**config.mk**
```make
export PLATFORM = sky130hd
export DESIGN_NAME = laser_range_frame_parser_flat
export DESIGN_NICKNAME = d
export VERILOG_FILES = /design/src/rtl/lrfp_pkg.sv /design/src/rtl/lrfp_if.sv /design/src/rtl/lrfp_front.sv /design/src/rtl/lrfp_queue.sv /design/src/rtl/lrfp_back.sv /design/src/rtl/laser_range_frame_parser.sv /design/src/flat_wrapper.sv
export VERILOG_INCLUDE_DIRS = /design/src /design/src/rtl
export SDC_FILE = /design/constraint.sdc
export NUM_CORES = 1
export LEC_CHECK = 0
export ABC_AREA = 1
export BUFFER_PORTS_ARGS = -buffer_cell sky130_fd_sc_hd__clkbuf_2
export CORE_UTILIZATION = 55
export DETAILED_ROUTE_END_ITERATION = 8
export GPL_TIMING_DRIVEN = 1
export PLACE_DENSITY = 0.73
export REMOVE_ABC_BUFFERS = 1
export SLEW_MARGIN = 40
export SYNTH_ARGS = -nofsm -noshare
export SYNTH_HDL_FRONTEND = slang
export SYNTH_HIERARCHICAL = 1
export SYNTH_SLANG_ARGS = --single-unit
```
**constraint.sdc**
```tcl
create_clock -name clk -period 10.3 [get_ports clk]
set_clock_uncertainty 0.1 [all_clocks]
set_input_delay 2.06 -clock clk [delete_from_list [all_inputs] [get_ports clk]]
set_output_delay 2.06 -clock clk [all_outputs]
set_load 0.01 [all_outputs]
```
**src/rtl/laser_range_frame_parser_defines.svh**
```systemverilog
// Assertion helpers, clocked on clk, quiet while rst_n is low.
`ifndef LASER_RANGE_FRAME_PARSER_DEFINES_SVH
`define LASER_RANGE_FRAME_PARSER_DEFINES_SVH

// Same-cycle implication.
`define LRFP_ASSERT_IMP(name, ante, cons) \
    name: assert property (@(posedge clk) disable iff (!rst_n) (ante) |-> (cons)) \
        else $error("lrfp assertion failed");

// Next-cycle implication.
`define LRFP_ASSERT_NXT(name, ante, cons) \
    name: assert property (@(posedge clk) disable iff (!rst_n) (ante) |=> (cons)) \
        else $error("lrfp assertion failed");

`endif

```
**src/rtl/lrfp_pkg.sv**
```systemverilog
package lrfp_pkg;

    localparam logic [15:0] GAP_LIMIT_RESET = 16'd80;
    localparam logic [15:0] GAP_MAX         = 16'hFFFF;
    localparam logic [7:0]  HEADER_BYTE     = 8'hAA;
    localparam logic [7:0]  LEN_HI_BYTE     = 8'h00;
    localparam logic [7:0]  LEN_LO_BYTE     = 8'h04;
    localparam logic [7:0]  FUNC_FIRST      = 8'h20;
    localparam logic [7:0]  FUNC_LAST       = 8'h22;

    localparam logic [3:0]  POS_HEADER      = 4'd0;
    localparam logic [3:0]  POS_FUNC        = 4'd3;
    localparam logic [3:0]  POS_LEN_HI      = 4'd4;
    localparam logic [3:0]  POS_LEN_LO      = 4'd5;
    localparam logic [3:0]  POS_BCD_FIRST   = 4'd6;
    localparam logic [3:0]  POS_BCD_LAST    = 4'd9;
    localparam logic [3:0]  POS_CHECKSUM    = 4'd12;

    localparam logic        KIND_BYTE       = 1'b0;
    localparam logic        KIND_TICK       = 1'b1;

    localparam int          QUEUE_DEPTH     = 2;
    localparam int          BCD_PAIRS       = 4;
    localparam int          DIST_W          = 28;

    typedef struct packed {
        logic [31:0] bcd;
        logic [1:0]  code;
    } frame_t;

    typedef struct packed {
        logic full;
        logic empty;
    } q_stat_t;

    typedef enum logic [2:0] {
        B_IDLE = 3'b001,
        B_CONV = 3'b010,
        B_DONE = 3'b100
    } back_state_t;

endpackage

```
**src/rtl/lrfp_if.sv**
```systemverilog
interface lrfp_rx_if;
    logic       valid;
    logic       ready;
    logic       kind;
    logic [7:0] rx_byte;
    modport source (output valid, output kind, output rx_byte, input ready);
    modport sink (input valid, input kind, input rx_byte, output ready);
endinterface

interface lrfp_res_if;
    logic        valid;
    logic        ready;
    logic [27:0] distance_mm;
    logic [1:0]  function_code;
    modport source (output valid, output distance_mm, output function_code, input ready);
    modport sink (input valid, input distance_mm, input function_code, output ready);
endinterface

interface lrfp_cfg_if;
    logic        valid;
    logic        ready;
    logic [15:0] data;
    modport source (output valid, output data, input ready);
    modport sink (input valid, input data, output ready);
endinterface

```
**src/rtl/lrfp_front.sv**
```systemverilog
module lrfp_front (
    input  logic              clk,
    input  logic              rst_n,
    lrfp_rx_if.sink           rx,
    lrfp_cfg_if.sink          cfg,
    input  lrfp_pkg::q_stat_t q_stat,
    output logic              push,
    output lrfp_pkg::frame_t  push_data
);

    logic [15:0] gap_limit_reg;
    logic [15:0] gap_reg, gap_next, gap_inc;
    logic [3:0]  pos_reg, pos_next;
    logic [7:0]  sum_reg, sum_next;
    logic [31:0] bcd_reg, bcd_next;
    logic [1:0]  code_reg, code_next;
    logic        func_ok_reg, func_ok_next;
    logic        len_hi_ok_reg, len_hi_ok_next;
    logic        len_lo_ok_reg, len_lo_ok_next;
    logic        take;

    assign rx.ready  = !q_stat.full;
    assign cfg.ready = 1'b1;
    assign take      = rx.valid && rx.ready;
    assign gap_inc   = (gap_reg == lrfp_pkg::GAP_MAX) ? gap_reg : gap_reg + 16'd1;

    assign push_data.bcd  = bcd_reg;
    assign push_data.code = code_reg;

    always_comb
    begin
        gap_next       = gap_reg;
        pos_next       = pos_reg;
        sum_next       = sum_reg;
        bcd_next       = bcd_reg;
        code_next      = code_reg;
        func_ok_next   = func_ok_reg;
        len_hi_ok_next = len_hi_ok_reg;
        len_lo_ok_next = len_lo_ok_reg;
        push           = 1'b0;
        if (take)
        begin
            if (rx.kind == lrfp_pkg::KIND_TICK)
            begin
                gap_next = gap_inc;
                if (pos_reg != lrfp_pkg::POS_HEADER && gap_inc > gap_limit_reg)
                begin
                    pos_next = lrfp_pkg::POS_HEADER;
                end
            end
            else if (!(pos_reg == lrfp_pkg::POS_HEADER && rx.rx_byte != lrfp_pkg::HEADER_BYTE))
            begin
                gap_next = '0;
                if (pos_reg != lrfp_pkg::POS_CHECKSUM)
                begin
                    pos_next = pos_reg + 4'd1;
                    sum_next = (pos_reg == lrfp_pkg::POS_HEADER) ? 8'd0 : sum_reg + rx.rx_byte;
                    if (pos_reg == lrfp_pkg::POS_FUNC)
                    begin
                        func_ok_next = rx.rx_byte >= lrfp_pkg::FUNC_FIRST
                                    && rx.rx_byte <= lrfp_pkg::FUNC_LAST;
                        code_next    = rx.rx_byte[1:0];
                    end
                    if (pos_reg == lrfp_pkg::POS_LEN_HI)
                    begin
                        len_hi_ok_next = rx.rx_byte == lrfp_pkg::LEN_HI_BYTE;
                    end
                    if (pos_reg == lrfp_pkg::POS_LEN_LO)
                    begin
                        len_lo_ok_next = rx.rx_byte == lrfp_pkg::LEN_LO_BYTE;
                    end
                    if (pos_reg >= lrfp_pkg::POS_BCD_FIRST && pos_reg <= lrfp_pkg::POS_BCD_LAST)
                    begin
                        bcd_next = {bcd_reg[23:0], rx.rx_byte};
                    end
                end
                else
                begin
                    pos_next = lrfp_pkg::POS_HEADER;
                    push     = len_hi_ok_reg && len_lo_ok_reg && func_ok_reg
                            && sum_reg == rx.rx_byte;
                end
            end
        end
    end

    always_ff @(posedge clk or negedge rst_n)
    begin
        if (!rst_n)
        begin
            gap_limit_reg <= lrfp_pkg::GAP_LIMIT_RESET;
            gap_reg       <= '0;
            pos_reg       <= lrfp_pkg::POS_HEADER;
        end
        else
        begin
            if (cfg.valid && cfg.ready)
            begin
                gap_limit_reg <= cfg.data;
            end
            gap_reg <= gap_next;
            pos_reg <= pos_next;
        end
    end

    always_ff @(posedge clk)
    begin
        sum_reg       <= sum_next;
        bcd_reg       <= bcd_next;
        code_reg      <= code_next;
        func_ok_reg   <= func_ok_next;
        len_hi_ok_reg <= len_hi_ok_next;
        len_lo_ok_reg <= len_lo_ok_next;
    end

endmodule

```
**src/rtl/lrfp_queue.sv**
```systemverilog
module lrfp_queue #(
    parameter int Depth = lrfp_pkg::QUEUE_DEPTH
) (
    input  logic              clk,
    input  logic              rst_n,
    input  logic              push,
    input  lrfp_pkg::frame_t  push_data,
    input  logic              pop,
    output lrfp_pkg::frame_t  pop_data,
    output lrfp_pkg::q_stat_t stat
);

    localparam int PtrW = (Depth > 1) ? $clog2(Depth) : 1;
    localparam int CntW = $clog2(Depth + 1);
    localparam logic [PtrW-1:0] LastPtr = PtrW'(Depth - 1);
    localparam logic [CntW-1:0] DepthCnt = CntW'(Depth);

    lrfp_pkg::frame_t entry_reg [Depth];
    logic [PtrW-1:0] wr_ptr_reg, wr_ptr_next;
    logic [PtrW-1:0] rd_ptr_reg, rd_ptr_next;
    logic [CntW-1:0] count_reg, count_next;
    logic            do_push, do_pop;

    assign stat.full  = count_reg == DepthCnt;
    assign stat.empty = count_reg == '0;
    assign do_push    = push && !stat.full;
    assign do_pop     = pop && !stat.empty;
    assign pop_data   = entry_reg[rd_ptr_reg];

    always_comb
    begin
        wr_ptr_next = wr_ptr_reg;
        rd_ptr_next = rd_ptr_reg;
        count_next  = count_reg;
        if (do_push)
        begin
            wr_ptr_next = (wr_ptr_reg == LastPtr) ? '0 : wr_ptr_reg + PtrW'(1);
        end
        if (do_pop)
        begin
            rd_ptr_next = (rd_ptr_reg == LastPtr) ? '0 : rd_ptr_reg + PtrW'(1);
        end
        if (do_push && !do_pop)
        begin
            count_next = count_reg + CntW'(1);
        end
        else if (do_pop && !do_push)
        begin
            count_next = count_reg - CntW'(1);
        end
    end

    always_ff @(posedge clk or negedge rst_n)
    begin
        if (!rst_n)
        begin
            wr_ptr_reg <= '0;
            rd_ptr_reg <= '0;
            count_reg  <= '0;
        end
        else
        begin
            wr_ptr_reg <= wr_ptr_next;
            rd_ptr_reg <= rd_ptr_next;
            count_reg  <= count_next;
        end
    end

    always_ff @(posedge clk)
    begin
        if (do_push)
        begin
            entry_reg[wr_ptr_reg] <= push_data;
        end
    end

endmodule

```
**src/rtl/lrfp_back.sv**
```systemverilog
module lrfp_back (
    input  logic              clk,
    input  logic              rst_n,
    input  lrfp_pkg::q_stat_t q_stat,
    input  lrfp_pkg::frame_t  pop_data,
    output logic              pop,
    output logic              busy,
    lrfp_res_if.source        res
);

    localparam int StepW = $clog2(lrfp_pkg::BCD_PAIRS);
    localparam logic [StepW-1:0] LastStep = StepW'(lrfp_pkg::BCD_PAIRS - 1);
    localparam int DW = lrfp_pkg::DIST_W;

    lrfp_pkg::back_state_t state_reg, state_next;
    logic [StepW-1:0]  step_reg, step_next;
    logic [31:0]       bcd_reg, bcd_next;
    logic [1:0]        code_reg, code_next;
    logic [DW-1:0]     acc_reg, acc_next;
    logic [DW-1:0]     pair;
    logic [DW-1:0]     dist_out_reg;
    logic [1:0]        code_out_reg;
    logic              out_valid_reg, out_valid_next;
    logic              load;

    // hi*10 + lo, nibbles taken at face value
    assign pair = DW'({bcd_reg[31:28], 3'b000}) + DW'({bcd_reg[31:28], 1'b0})
                + DW'(bcd_reg[27:24]);

    assign pop  = state_reg == lrfp_pkg::B_IDLE && !q_stat.empty;
    assign busy = state_reg != lrfp_pkg::B_IDLE;
    assign load = state_reg == lrfp_pkg::B_DONE && (!out_valid_reg || res.ready);

    assign res.valid         = out_valid_reg;
    assign res.distance_mm   = dist_out_reg;
    assign res.function_code = code_out_reg;

    always_comb
    begin
        state_next     = state_reg;
        step_next      = step_reg;
        bcd_next       = bcd_reg;
        code_next      = code_reg;
        acc_next       = acc_reg;
        out_valid_next = out_valid_reg;
        if (res.ready)
        begin
            out_valid_next = 1'b0;
        end
        unique case (state_reg)
            lrfp_pkg::B_IDLE:
            begin
                if (pop)
                begin
                    bcd_next   = pop_data.bcd;
                    code_next  = pop_data.code;
                    acc_next   = '0;
                    step_next  = '0;
                    state_next = lrfp_pkg::B_CONV;
                end
            end
            lrfp_pkg::B_CONV:
            begin
                // acc*100 = acc*64 + acc*32 + acc*4
                acc_next  = (acc_reg << 6) + (acc_reg << 5) + (acc_reg << 2) + pair;
                bcd_next  = {bcd_reg[23:0], 8'h00};
                step_next = step_reg + StepW'(1);
                if (step_reg == LastStep)
                begin
                    state_next = lrfp_pkg::B_DONE;
                end
            end
            lrfp_pkg::B_DONE:
            begin
                if (load)
                begin
                    out_valid_next = 1'b1;
                    state_next     = lrfp_pkg::B_IDLE;
                end
            end
            default:
            begin
                state_next = lrfp_pkg::B_IDLE;
            end
        endcase
    end

    always_ff @(posedge clk or negedge rst_n)
    begin
        if (!rst_n)
        begin
            state_reg     <= lrfp_pkg::B_IDLE;
            out_valid_reg <= 1'b0;
        end
        else
        begin
            state_reg     <= state_next;
            out_valid_reg <= out_valid_next;
        end
    end

    always_ff @(posedge clk)
    begin
        step_reg <= step_next;
        bcd_reg  <= bcd_next;
        code_reg <= code_next;
        acc_reg  <= acc_next;
        if (load)
        begin
            dist_out_reg <= acc_reg;
            code_out_reg <= code_reg;
        end
    end

endmodule

```
**src/rtl/laser_range_frame_parser.sv**
```systemverilog
// Range-frame parser.
// rx: one transfer per received UART byte (kind 0) or per 1 ms tick (kind 1).
// cfg: one transfer writes gap_limit_ticks; always ready.
// res: one transfer per good frame, carrying distance_mm and function_code.
// The front takes one rx transfer per cycle while the frame queue has room; it
// tracks position, running checksum and the four BCD bytes as bytes arrive.
// A good frame enters the queue on the transfer of its checksum byte.
// The back converts the BCD bytes, one pair per cycle, and loads the output
// register once the last pair is in; it takes a new frame from the queue only
// when idle, while frames arrive at most one per 13 bytes.
// A stalled res channel holds its result; the queue absorbs further frames and
// rx.ready drops only once the queue is full.
// Reset clears position, gap count, queue and output valid, and sets
// gap_limit_ticks to 80; no clearing pass is needed.
module laser_range_frame_parser #(
    parameter int QueueDepth = lrfp_pkg::QUEUE_DEPTH
) (
    input  logic        clk,
    input  logic        rst_n,
    lrfp_rx_if.sink     rx,
    lrfp_cfg_if.sink    cfg,
    lrfp_res_if.source  res
);

`include "laser_range_frame_parser_defines.svh"

    lrfp_pkg::q_stat_t q_stat;
    lrfp_pkg::frame_t  push_data, pop_data;
    logic              push, pop, back_busy;

    lrfp_front u_front (
        .clk       (clk),
        .rst_n     (rst_n),
        .rx        (rx),
        .cfg       (cfg),
        .q_stat    (q_stat),
        .push      (push),
        .push_data (push_data)
    );

    lrfp_queue #(
        .Depth (QueueDepth)
    ) u_queue (
        .clk       (clk),
        .rst_n     (rst_n),
        .push      (push),
        .push_data (push_data),
        .pop       (pop),
        .pop_data  (pop_data),
        .stat      (q_stat)
    );

    lrfp_back u_back (
        .clk      (clk),
        .rst_n    (rst_n),
        .q_stat   (q_stat),
        .pop_data (pop_data),
        .pop      (pop),
        .busy     (back_busy),
        .res      (res)
    );

    `LRFP_ASSERT_IMP(a_no_push_when_full, push, !q_stat.full)
    `LRFP_ASSERT_IMP(a_code_range, res.valid, res.function_code != 2'd3)
    `LRFP_ASSERT_NXT(a_pop_starts_back, pop, back_busy)

endmodule
```
**src/flat_wrapper.sv**
```systemverilog
// flat-port wrapper written by rule: the top's interface ports become plain ports
module laser_range_frame_parser_flat 
#(
    parameter int QueueDepth = lrfp_pkg::QUEUE_DEPTH
)
  (clk, rst_n, rx_valid, rx_kind, rx_rx_byte, rx_ready, cfg_valid, cfg_data, cfg_ready, res_valid, res_distance_mm, res_function_code, res_ready);
  lrfp_rx_if rx_i ();
  lrfp_cfg_if cfg_i ();
  lrfp_res_if res_i ();
  input  logic clk;
  input  logic rst_n;
  input wire logic [$bits(rx_i.valid)-1:0] rx_valid;
  input wire logic [$bits(rx_i.kind)-1:0] rx_kind;
  input wire logic [$bits(rx_i.rx_byte)-1:0] rx_rx_byte;
  output wire logic [$bits(rx_i.ready)-1:0] rx_ready;
  input wire logic [$bits(cfg_i.valid)-1:0] cfg_valid;
  input wire logic [$bits(cfg_i.data)-1:0] cfg_data;
  output wire logic [$bits(cfg_i.ready)-1:0] cfg_ready;
  output wire logic [$bits(res_i.valid)-1:0] res_valid;
  output wire logic [$bits(res_i.distance_mm)-1:0] res_distance_mm;
  output wire logic [$bits(res_i.function_code)-1:0] res_function_code;
  input wire logic [$bits(res_i.ready)-1:0] res_ready;
  assign rx_i.valid = rx_valid;
  assign rx_i.kind = rx_kind;
  assign rx_i.rx_byte = rx_rx_byte;
  assign rx_ready = rx_i.ready;
  assign cfg_i.valid = cfg_valid;
  assign cfg_i.data = cfg_data;
  assign cfg_ready = cfg_i.ready;
  assign res_valid = res_i.valid;
  assign res_distance_mm = res_i.distance_mm;
  assign res_function_code = res_i.function_code;
  assign res_i.ready = res_ready;
  laser_range_frame_parser #(.QueueDepth(QueueDepth)) u_core (.clk(clk), .rst_n(rst_n), .rx(rx_i), .cfg(cfg_i), .res(res_i));
endmodule
```
* Word level (Yosys, flattened, before mapping)
Memories as Yosys holds them, arrays and structs flattened.
Index checks and enable logic that the tools add are counted.
** Cells by class
- Add/subtract/negate cells :: 13
- Magnitude comparators :: 5
- Equal/unequal tests :: 18
- Mux-type cells :: 30
- Bitwise gates (word level) :: 2
- Reduce and logical (&&, ||, !) cells :: 36
** Operators by type and width (number)
- 28-bit adder :: 3
- 32-bit case mux with 2 select lines :: 1
- 28-bit case mux with 2 select lines :: 1
- 16-bit two-way mux :: 3
- 32-bit two-way mux :: 1
- 28-bit by 4-bit adder with 28-bit output :: 1
- 28-bit two-way mux :: 1
- 5-bit AND reduction :: 4
- 16-bit by 1-bit adder with 16-bit output, second input constant :: 1
- 16-bit equality test, second input constant :: 1
- 16-bit greater-than comparator :: 1
- 4-bit two-way mux :: 4
- 1-bit logical AND :: 14
- 1-bit two-way mux :: 11
- 3-bit two-way mux :: 3
- 3-bit case mux with 3 select lines :: 1
- 7-bit by 5-bit adder with 8-bit output :: 1
- 8-bit adder :: 1
- 4-bit by 3-bit equality test with 1-bit output, second input constant :: 2
- 8-bit by 3-bit equality test with 1-bit output, second input constant :: 1
- 8-bit equality test :: 1
- 8-bit by 6-bit >= comparator with 1-bit output, second input constant :: 1
- 8-bit by 6-bit less-or-equal comparator with 1-bit output, second input constant :: 1
- 8-bit logical NOT :: 1
- 27 further kinds :: 44
** Word-level totals
- Register bits after elaboration :: 183
- Bits in writable memories :: 68
- Output and inout port bits :: 33
- Logic and storage cells :: 125
- Memories :: 1
** Memories
- u_core.u_queue.entry_reg :: depth 2, bits a word 34, rd ports 1, clocked after memory_dff 0, write ports 1, RTL line lrfp_queue.sv:18 : lrfp_pkg::frame_t entry_reg [Depth];

* Longest topological paths before layout
Gate-level depths: netlist of the first run.
- Depth after elaboration :: 12
- Gate-level depth with buffers :: 22
- Depth with buffers taken out :: 22

* By module
Netlist of the first run, hierarchy kept.
** By module, submodules not included
- lrfp_back :: times used 1, cells an instance 773, area an instance 6487.5 µm², sequential area each 2924.1 µm²
- lrfp_front :: times used 1, cells an instance 437, area an instance 4199.0 µm², sequential area each 2254.7 µm²
- lrfp_queue :: times used 1, cells an instance 209, area an instance 2711.4 µm², sequential area each 2142.1 µm²

* Least setup slack after synthesis of the first run
No wires, ideal clock.
- Kind :: input-to-reg
- From :: in rx_rx_byte[4]
- To :: mem u_core/u_queue/entry_reg[1][0] (netlist bit) (enable)
- Arrival :: 4.453 ns
- Data required time :: 9.775 ns
- Slack :: 5.322 ns
- Stages :: 8
- Cell sequence :: ha_1 inv_1 nand4_1 nor4_1 nand4_1 nor2_1 o21ai_1 nor2_1
** Between the ends
- Longest elaborated chain between the ends :: 9
- Elaborated cells on any way between the ends :: 11
- Classes of those cells :: 2 x eq/ne; 6 x mux; 3 x reduce/logical
** Ends and longest elaborated chain
- start: declaration :: RTL line flat_wrapper.sv:14 : input wire logic [$bits(rx_i.rx_byte)-1:0] rx_rx_byte;
- 8-bit equality test :: RTL line lrfp_front.sv:81 : && sum_reg == rx.rx_byte;
- 1-bit logical AND :: RTL line lrfp_front.sv:81
- 1-bit two-way mux :: RTL line lrfp_front.sv:54 : if (pos_reg != lrfp_pkg::POS_CHECKSUM)
- 1-bit two-way mux (*) :: RTL line lrfp_front.sv:51 : else if (!(pos_reg == lrfp_pkg::POS_HEADER && rx.rx_byte != lrfp_pkg::HEADER_BYTE))
- 1-bit two-way mux (*) :: RTL line lrfp_front.sv:43 : if (rx.kind == lrfp_pkg::KIND_TICK)
- 1-bit two-way mux (*) :: RTL line lrfp_front.sv:41 : if (take)
- via u_core.push :: RTL line laser_range_frame_parser.sv:29 : logic push, pop, back_busy;
- 1-bit logical AND (*) :: RTL line lrfp_queue.sv:26 : assign do_push = push && !stat.full;
- 1-bit two-way mux (*) :: RTL line lrfp_queue.sv:71 : if (do_push)
- 1-bit two-way mux (implied by the code) (*) :: RTL line lrfp_queue.sv:73 : entry_reg[wr_ptr_reg] <= push_data;
- end: declaration :: RTL line lrfp_queue.sv:18
Mark *: on every way through the listed nets, which the timed path passes. The rest lies on a longest branch.

* Worst setup path after layout of the first run
- From :: in rx_rx_byte[4]
- To :: mem u_core/u_queue/entry_reg[0][31] (netlist bit) (enable)
** Between the ends
- Longest elaborated chain between the ends :: 9
- Elaborated cells on any way between the ends :: 11
- Classes of those cells :: 2 x eq/ne; 6 x mux; 3 x reduce/logical
** Ends and longest elaborated chain
- 8-bit equality test :: RTL line lrfp_front.sv:81
- 1-bit logical AND :: RTL line lrfp_front.sv:81
- 1-bit two-way mux :: RTL line lrfp_front.sv:54
- 1-bit two-way mux (*) :: RTL line lrfp_front.sv:51
- 1-bit two-way mux (*) :: RTL line lrfp_front.sv:43
- 1-bit two-way mux (*) :: RTL line lrfp_front.sv:41
- via u_core.push :: RTL line laser_range_frame_parser.sv:29
- 1-bit logical AND (*) :: RTL line lrfp_queue.sv:26
- via u_core.u_queue.do_push :: RTL line lrfp_queue.sv:22 : logic do_push, do_pop;
- 1-bit two-way mux (*) :: RTL line lrfp_queue.sv:71
- 1-bit two-way mux (implied by the code) (*) :: RTL line lrfp_queue.sv:73
Marked as above.

==> key figures, run 1 <==
Place
  – IO Port Bufs: between 60 and 70
  – Placer Congestion: 0.928
  – Dpl hpwl: 17.3 mm

Die
  – Die Y: between 150 and 200 µm
  – Initial Util: 0.566
  – DIE WIDTH: ~160 µm
  – Area of the die: roughly 25,000 µm²
  – Core area: about 24,000 µm²
  – I/O pins: 63
  – Row count: 56

Cells and area
  – Area growth from synthesis to final layout: 12.3%
  – Fin util: 0.635
  – Nets@finish: around 1,600
  – Layout cells sized above 1: 0.105
  – Ant diodes: 0
  – Max FFs per register: 68

Clock tree
  – Setup bufs post-CTS: 0
  – Root buf cell: clkbuf_16
  – Post-CTS Hold Fix Bufs: 0
  – Skew-Pair Late Insertion Delay: between 500 and 600 ps
  – CTS tree: yes
  – Resized cells post-CTS: 0
  – Max Buffers Root-to-Sink: 3
  – H-Tree Depth: 1
  – Total CTS buffers: 27
  – Clk slew on worst S/H paths: ~60 ps
  – Clk sinks: 251

Timing
  – Post-route minimum period: 4040 ps
  – Least-Margin Pin Slew: approximately 800 ps
  – Relative slew slack: 0.466
  – Peak Freq: roughly 250 MHz
  – Period utilization: 0.392
  – RSZ-0062 raised after global routing: false
  – Final Hold Fails: 0
  – Sum Neg Setup Slack: 0 ps
  – Slew Limit Fails: 0
  – Final setup viols: 0

Critical path
  – FF-to-FF Start: u_core/u_back/bcd_reg[30]
  – Slowest stage delay, CP: ~410 ps
  – Register-to-Register Path Depth: 14
  – Reg2reg end: u_core/u_back/acc_reg[13]
  – CP endpoint kind: flip-flop
  – CP Launch Type: primary input
  – CP cell instances: clkbuf_2, ha_1, inv_1, nand4_1, nor4_1, nand4_1, nor2_1, inv_1, nor2_4, nand2_1, inv_1, buf_4
  – CP Data Required Time: ~10,000 ps
  – Crit-path max FO: 34
  – Most frequent CP cell: inv_1
  – Crit Path Category: in -> reg
  – FF-to-FF setup slack: between 6000 and 7000 ps
  – Critical-path top delay cell: buf_4
  – Worst EP arrival: 4130 ps

GRT
  – Vias in the first global route: between 9,000 and 10,000
  – Initial antenna violation count: 0
  – Total gr overflow: 0
  – Largest net degree at the start of global routing: just under 50
  – GRT Total Usage: 0.211
  – Global-route wire length before repair: between 40 and 50 mm

Min path
  – Class of the worst hold path: reg -> reg
  – Hold Path Depth: 0
  – WHS Endpoint: u_core/u_back/res.distance_mm[26]
  – Hold Path Origin: u_core/u_back/acc_reg[26]

Yosys
  – Synth area leader: edfxtp_1
  – Syn. warnings: 6
  – Avg Cell Area, Syn: around 9.4 µm²
  – Most common cell in the synthesized netlist: nand2_1
  – Synth top area cells: edfxtp_1 46%, nand2_1 13%, dfrtp_1 7.7%
  – Asr flop ratio synth: 0.175
  – Unique masters post-synth: 47
  – Seq/Total Area, Yosys: 0.546
  – Main flop type after synthesis: edfxtp_1
  – Synth Cell Area: between 10,000 and 15,000 µm²
  – Yosys top cell area share: 0.464
  – Synth Register Bits: ~250
  – Synth top cells by count: 481 x nand2_1, 249 x inv_1, 207 x edfxtp_1
  – EDFF count, synth: around 210
  – Post-Synthesis Cells: ~1,400

Routing
  – Vias post-DR: between 9,000 and 10,000
  – Final WL: 24.9 mm
  – Remaining DRCs: 0
  – Drt first pass iters: 5
  – Post-route ant nets: 0
  – Per-cell routed wire length: between 10 and 15 µm
  – DRT iter0 DRCs: between 400 and 500
  – Number of vias per cell: between 4 and 5

Run status
  – Status: completed

Run
  – Max-Cap Viols: 0
[area by class of cell]
| cell class | count | area [µm²] |
|---|---|---|
| inverter | 255 | 960 |
| multi-input combinational | 891 | 5030 |
| tap | 319 | 399 |
| clock buffer | 39 | 823 |
| fill | 1958 | 8640 |
| sequential | 251 | 7320 |
| clock inverter | 11 | 110 |
| timing repair buffer | 71 | 403 |
[routing by layer]
metal,global-route usage,part of all wire,vias up
li1,-,-,4672
met1,0.270,0.45,4265
met2,0.377,0.49,142
met3,0.0263,0.031,44
met4,0.0614,0.026,0
met5,0,0,-
[worst max path at each step]
stage,depth (start not counted),end,startpoint
finish,12,u_core/u_queue/entry_reg[0][31],rx_rx_byte[4]
global route,12,u_core/u_queue/entry_reg[0][32],rx_rx_byte[4]
CTS,12,u_core/u_queue/entry_reg[0][32],rx_rx_byte[4]
detailed placement,12,u_core/u_queue/entry_reg[0][32],rx_rx_byte[4]
global placement,12,u_core/u_queue/entry_reg[0][23],rx_rx_byte[4]
floorplan,8,u_core/u_queue/entry_reg[1][0],rx_rx_byte[4]
[layout by cell type (no fill, tap or decap), types with 2 or more instances in the layout]
cell type   count
o211ai_1        2
nand2_1       480
or2_2           3
o21ai_1         2
a221oi_1        2
xor2_1         13
nor2_1         91
a22o_1          2
nand3_1        33
o21ai_2         8
clkbuf_2       61
clkinv_4        2
inv_1         249
nor3_1         16
dfstp_2         3
nor2_2          7
o22ai_1         2
nand3b_1        4
clkbuf_1        4
fa_1           29
ha_1           79
edfxtp_1      207
clkinvlp_4      3
buf_4           7
nor2_4          2
nand4_1        12
a21oi_1        41
nand2_2         5
clkbuf_8        6
buf_8           3
xnor2_1         3
o21ai_0        37
a21oi_4         2
inv_2           5
clkbuf_16      29
dfrtp_1        41
clkinv_2        4
[kinds of logic after synthesis]
kind of cell | Yosys count | share of synthesized area
multiplexers | 1 | 0.000840
other | 1 | 0.000280
AO/OA/AOI/OAI | 102 | 0.0438
flip-flops | 251 | 0.546
XOR/XNOR | 16 | 0.0105
adder cells (fa/ha/maj) | 108 | 0.117
buffers and inverters | 277 | 0.0806
AND/OR/NAND/NOR | 663 | 0.201
[stage by stage]
step           instance area [µm²]  hold slack [ps]  instances  setup WS (ps)
6_report                     15000              336       1837           6260
5_1_grt                      15000              347       1837           6180
4_1_cts                      15000              334       1837           6320
3_5_place_dp                 14100              321       1787           5750
3_3_place_gp                 14100              320       1784           5830
2_1_floorplan                13300              300       1397           5320
[worst max-delay path, delay by kind of cell]
| family | cells | cell delay (ps) |
|---|---|---|
| AND/OR/NAND/NOR | 6 | 880 |
| buffers and inverters | 5 | 760 |
| adder cells (fa/ha/maj) | 1 | 390 |
Power of run 1 is left out: the tool's default activity adds up to more than one toggle a clock period on the data nets, which glitch-free logic cannot reach.
==> inputs of run 2 (changes only) <==
ABC_AREA = 0   (was 1)
clock period = 4.1 ns   (was 10.3 ns; I/O delays follow)
==> run 2 against run 1 <==
Effect of this change:
- synthesized cell count is 27% lower
- final cell count is 22% lower
- clock-buffer cell count is 5 lower
- hold slack worse by 170 ps
- routed wire length is 12% lower
- critical path depth stayed put
- die area is 4.0% lower
- setup slack worse by 6000 ps
- non-clock buffer count is 1 higher
==> key figures, run 2 <==
Run status
  – Status: completed

Critical path
  – CP cell instances: inv_1, fa_1, inv_1, fa_1, ha_1, fa_1, a21oi_1, o21bai_1, a2111oi_2, nor4bb_1, o21ai_0, nor3b_1
  – Worst EP arrival: 4090 ps (-40 ps)
  – CP endpoint kind: flip-flop
  – Critical-path top delay cell: a2111oi_2
  – Most frequent CP cell: fa_1
  – CP top delay family: adder cells
  – FF-to-FF setup slack: 300 ps (-6580 ps)
  – CP Data Required Time: 4380 ps (-6000 ps)
  – CP Launch Type: flip-flop
  – Slowest stage delay, CP: 590 ps (+180 ps)
  – Reg2reg end: u_core/u_back/acc_reg[25]
  – Crit Path Category: reg -> reg
  – FF-to-FF Start: u_core/u_back/bcd_reg[28]
  – Register-to-Register Path Depth: 12 (-2)
  – Crit-path max FO: 4 (-88%)
  – Buf+Inv Stages, Crit Path: 2 (-3)

Routing
  – Drt first pass iters: 5 (unchanged)
  – Per-cell routed wire length: 15.3 µm (+13%)
  – Remaining DRCs: 0 (unchanged)
  – Post-route ant nets: 0 (unchanged)
  – DRT iter0 DRCs: 379 (-21%)
  – Final WL: 21.9 mm (-12%)
  – WL met3: 764 µm (-0.78%)
  – WL met2: 10.7 mm (-12%)
  – Number of vias per cell: 5.33 (+7.3%)
  – DRT met1 WL: 9.79 mm (-13%)
  – Top Layer Used: met4
  – Vias post-DR: 7,644 (-16%)

Yosys
  – Most common cell in the synthesized netlist: edfxtp_1
  – Seq/Total Area, Yosys: 0.570 (+0.0234)
  – Unique masters post-synth: 71 (+51%)
  – XOR/XNOR Fraction of Synth Area: 0.0259 (+0.0154)
  – Synth area leader: edfxtp_1
  – Syn. warnings: 6 (unchanged)
  – Complex-gate fraction of the synthesized area: 0.0854 (+0.0416)
  – Avg Cell Area, Syn: 12.4 µm² (+32%)
  – Main flop type after synthesis: edfxtp_1
  – Yosys top cell area share: 0.484 (+0.0198)
  – Synth Area in Adders: 0.122 (+0.00501)
  – Post-synthesis mux area share: 0.0440 (+0.0432)
  – Post-Synth Simple-Gate Area: 0.109 (-0.0910)
  – Synth Register Bits: 251 (unchanged)
  – Synth Cell Area: 12,800 µm² (-4.1%)
  – Asr flop ratio synth: 0.175 (unchanged)
  – EDFF count, synth: 207 (unchanged)
  – Synth top cells by count: 207 x edfxtp_1, 127 x nand2_1, 94 x inv_1
  – Synth top area cells: edfxtp_1 48%, dfrtp_1 8.0%, ha_1 7.7%
  – Main combinational cell family by area after synthesis: adder cells
  – Post-Synthesis Cells: 1,033 (-27%)

GRT
  – GRT Total Usage: 0.190 (-0.0218)
  – Global-route wire length before repair: 36.6 mm (-13%)
  – Largest net degree at the start of global routing: 56 (+14%)
  – Vias in the first global route: 7,668 (-15%)
  – Total gr overflow: 0 (unchanged)
  – Initial antenna violation count: 0 (unchanged)

Cells and area
  – Layout cells sized above 1: 0.150 (+0.0445)
  – Max FFs per register: 68 (unchanged)
  – Area growth from synthesis to final layout: 12.5%
  – Fin util: 0.635 (-0.000804)
  – Ant diodes: 0 (unchanged)
  – Filler cell count: 1,742 (-11%)
  – Nets@finish: 1,239 (-24%)
  – Most frequent cells in the layout: 207 x edfxtp_1, 127 x nand2_1, 94 x inv_1, 79 x ha_1, 61 x clkbuf_2
  – Commonest non-fill, non-tap cell in the layout: edfxtp_1
  – Fin area: 14,500 µm² (-3.9%)

Die
  – Row count: 55 (-1.8%)
  – Die Y: 155 µm (-2.0%)
  – DIE WIDTH: 155 µm (-2.0%)
  – Area of the die: 24,000 µm² (-4.0%)
  – Initial Util: 0.564 (-0.00165)
  – I/O pins: 63 (unchanged)
  – Core area: 22,800 µm² (-3.8%)

Timing
  – RSZ-0062 raised after global routing: false
  – Peak Freq: around 260 MHz
  – Slew Limit Fails: 0 (unchanged)
  – Final worst-path setup slack: 297 ps (-5960 ps)
  – Post-route minimum period: 3800 ps
  – Final setup viols: 0 (unchanged)
  – Sum Neg Setup Slack: 0 ps (unchanged)
  – Relative slew slack: 0.542 (+0.0752)
  – Period utilization: 0.928
  – Least-Margin Pin Slew: 687 ps (-112 ps)
  – Final Hold Fails: 0 (unchanged)

Clock tree
  – Max Buffers Root-to-Sink: 3 (unchanged)
  – Setup bufs post-CTS: 0 (unchanged)
  – CTS tree: yes
  – Clk sinks: 251 (unchanged)
  – Skew-Pair Late Insertion Delay: 540 ps (about the same)
  – Root buf cell: clkbuf_16
  – Clk slew on worst S/H paths: 60 ps (about the same)
  – Total CTS buffers: 26 (-3.7%)
  – H-Tree Depth: 1 (unchanged)
  – Post-CTS Hold Fix Bufs: 0 (unchanged)
  – Resized cells post-CTS: 0 (unchanged)

Place
  – IO Port Bufs: 61 (unchanged)
  – Placed Area: 13,500 µm² (-4.2%)
  – Placer Congestion: 0.867 (-6.6%)
  – Dpl hpwl: 14.9 mm (-14%)
  – Place WS: 338 ps (-5410 ps)

Min path
  – Class of the worst hold path: in -> async

Run
  – Max-Cap Viols: 0 (unchanged)
==> run 2: cell count changes after synthesis, moves of 14 or more <==
cell,delta
mux2_4,+29
and3_1,+16
inv_1,-155
clkbuf_1,+14
a21o_1,+14
xnor2_1,+21
nor2_1,-41
nand2_1,-354
and2_1,+22
==> run 2: area by class of cell <==
| cell class | instances | area [µm²] | share of cell area |
|---|---|---|---|
| repair buffers | 72 | 440 | 0.0305 |
| inverters | 95 | 357 | 0.0247 |
| flip-flops and latches | 251 | 7320 | 0.507 |
| clock buffers | 34 | 691 | 0.0478 |
| well taps | 313 | 392 | 0.0271 |
| clock inverters | 14 | 239 | 0.0165 |
| multi-input cells | 655 | 5010 | 0.347 |
==> run 2: layer usage <==
| metal | GRT usage | vias up |
|---|---|---|
| li1 | - | 3813 |
| met1 | 0.249 | 3627 |
| met2 | 0.326 | 161 |
| met3 | 0.0258 | 43 |
| met4 | 0.0636 | 0 |
| met5 | 0 | - |
==> run 2: how the worst max path moves through the flow <==
| stage | end | slack, ps | start | cells past startpoint |
|---|---|---|---|---|
| final | u_core/u_back/acc_reg[25] | 300 | u_core/u_back/bcd_reg[28] | 12 |
| after floorplan | u_core/u_back/acc_reg[0] | -1610 | u_core/u_back/state_reg[0] | 2 |
| after global routing | u_core/u_back/acc_reg[21] | 110 | u_core/u_back/bcd_reg[28] | 12 |
| after detailed placement | u_core/u_back/acc_reg[21] | 340 | u_core/u_back/bcd_reg[28] | 12 |
| after global placement | u_core/u_back/acc_reg[21] | 440 | u_core/u_back/bcd_reg[28] | 12 |
| after CTS | u_core/u_back/acc_reg[21] | 290 | u_core/u_back/bcd_reg[28] | 12 |
==> run 2: logic make-up after synthesis <==
group	count (synthesis)
other	1
multiplexers	41
adder cells (fa/ha/maj)	108
AO/OA/AOI/OAI	172
buffers and inverters	127
flip-flops	251
XOR/XNOR	38
AND/OR/NAND/NOR	295
==> run 2: worst reg2reg max path, cell delays in order, from the launching register on <==
cell and delay [ps]:
edfxtp_1 350, inv_1 60, fa_1 500, inv_1 50, fa_1 450, ha_1 240, fa_1 400, a21oi_1 220
o21bai_1 160, a2111oi_2 590, nor4bb_1 170, o21ai_0 170, nor3b_1 180
==> run 2: through the flow <==
step,cells,hold WS [ps]
after floorplan,1001,300
after global placement,1384,307
after detailed placement,1386,314
after CTS,1434,169
after global routing,1434,214
final,1434,163
Power of run 2 is left out for the same reason.
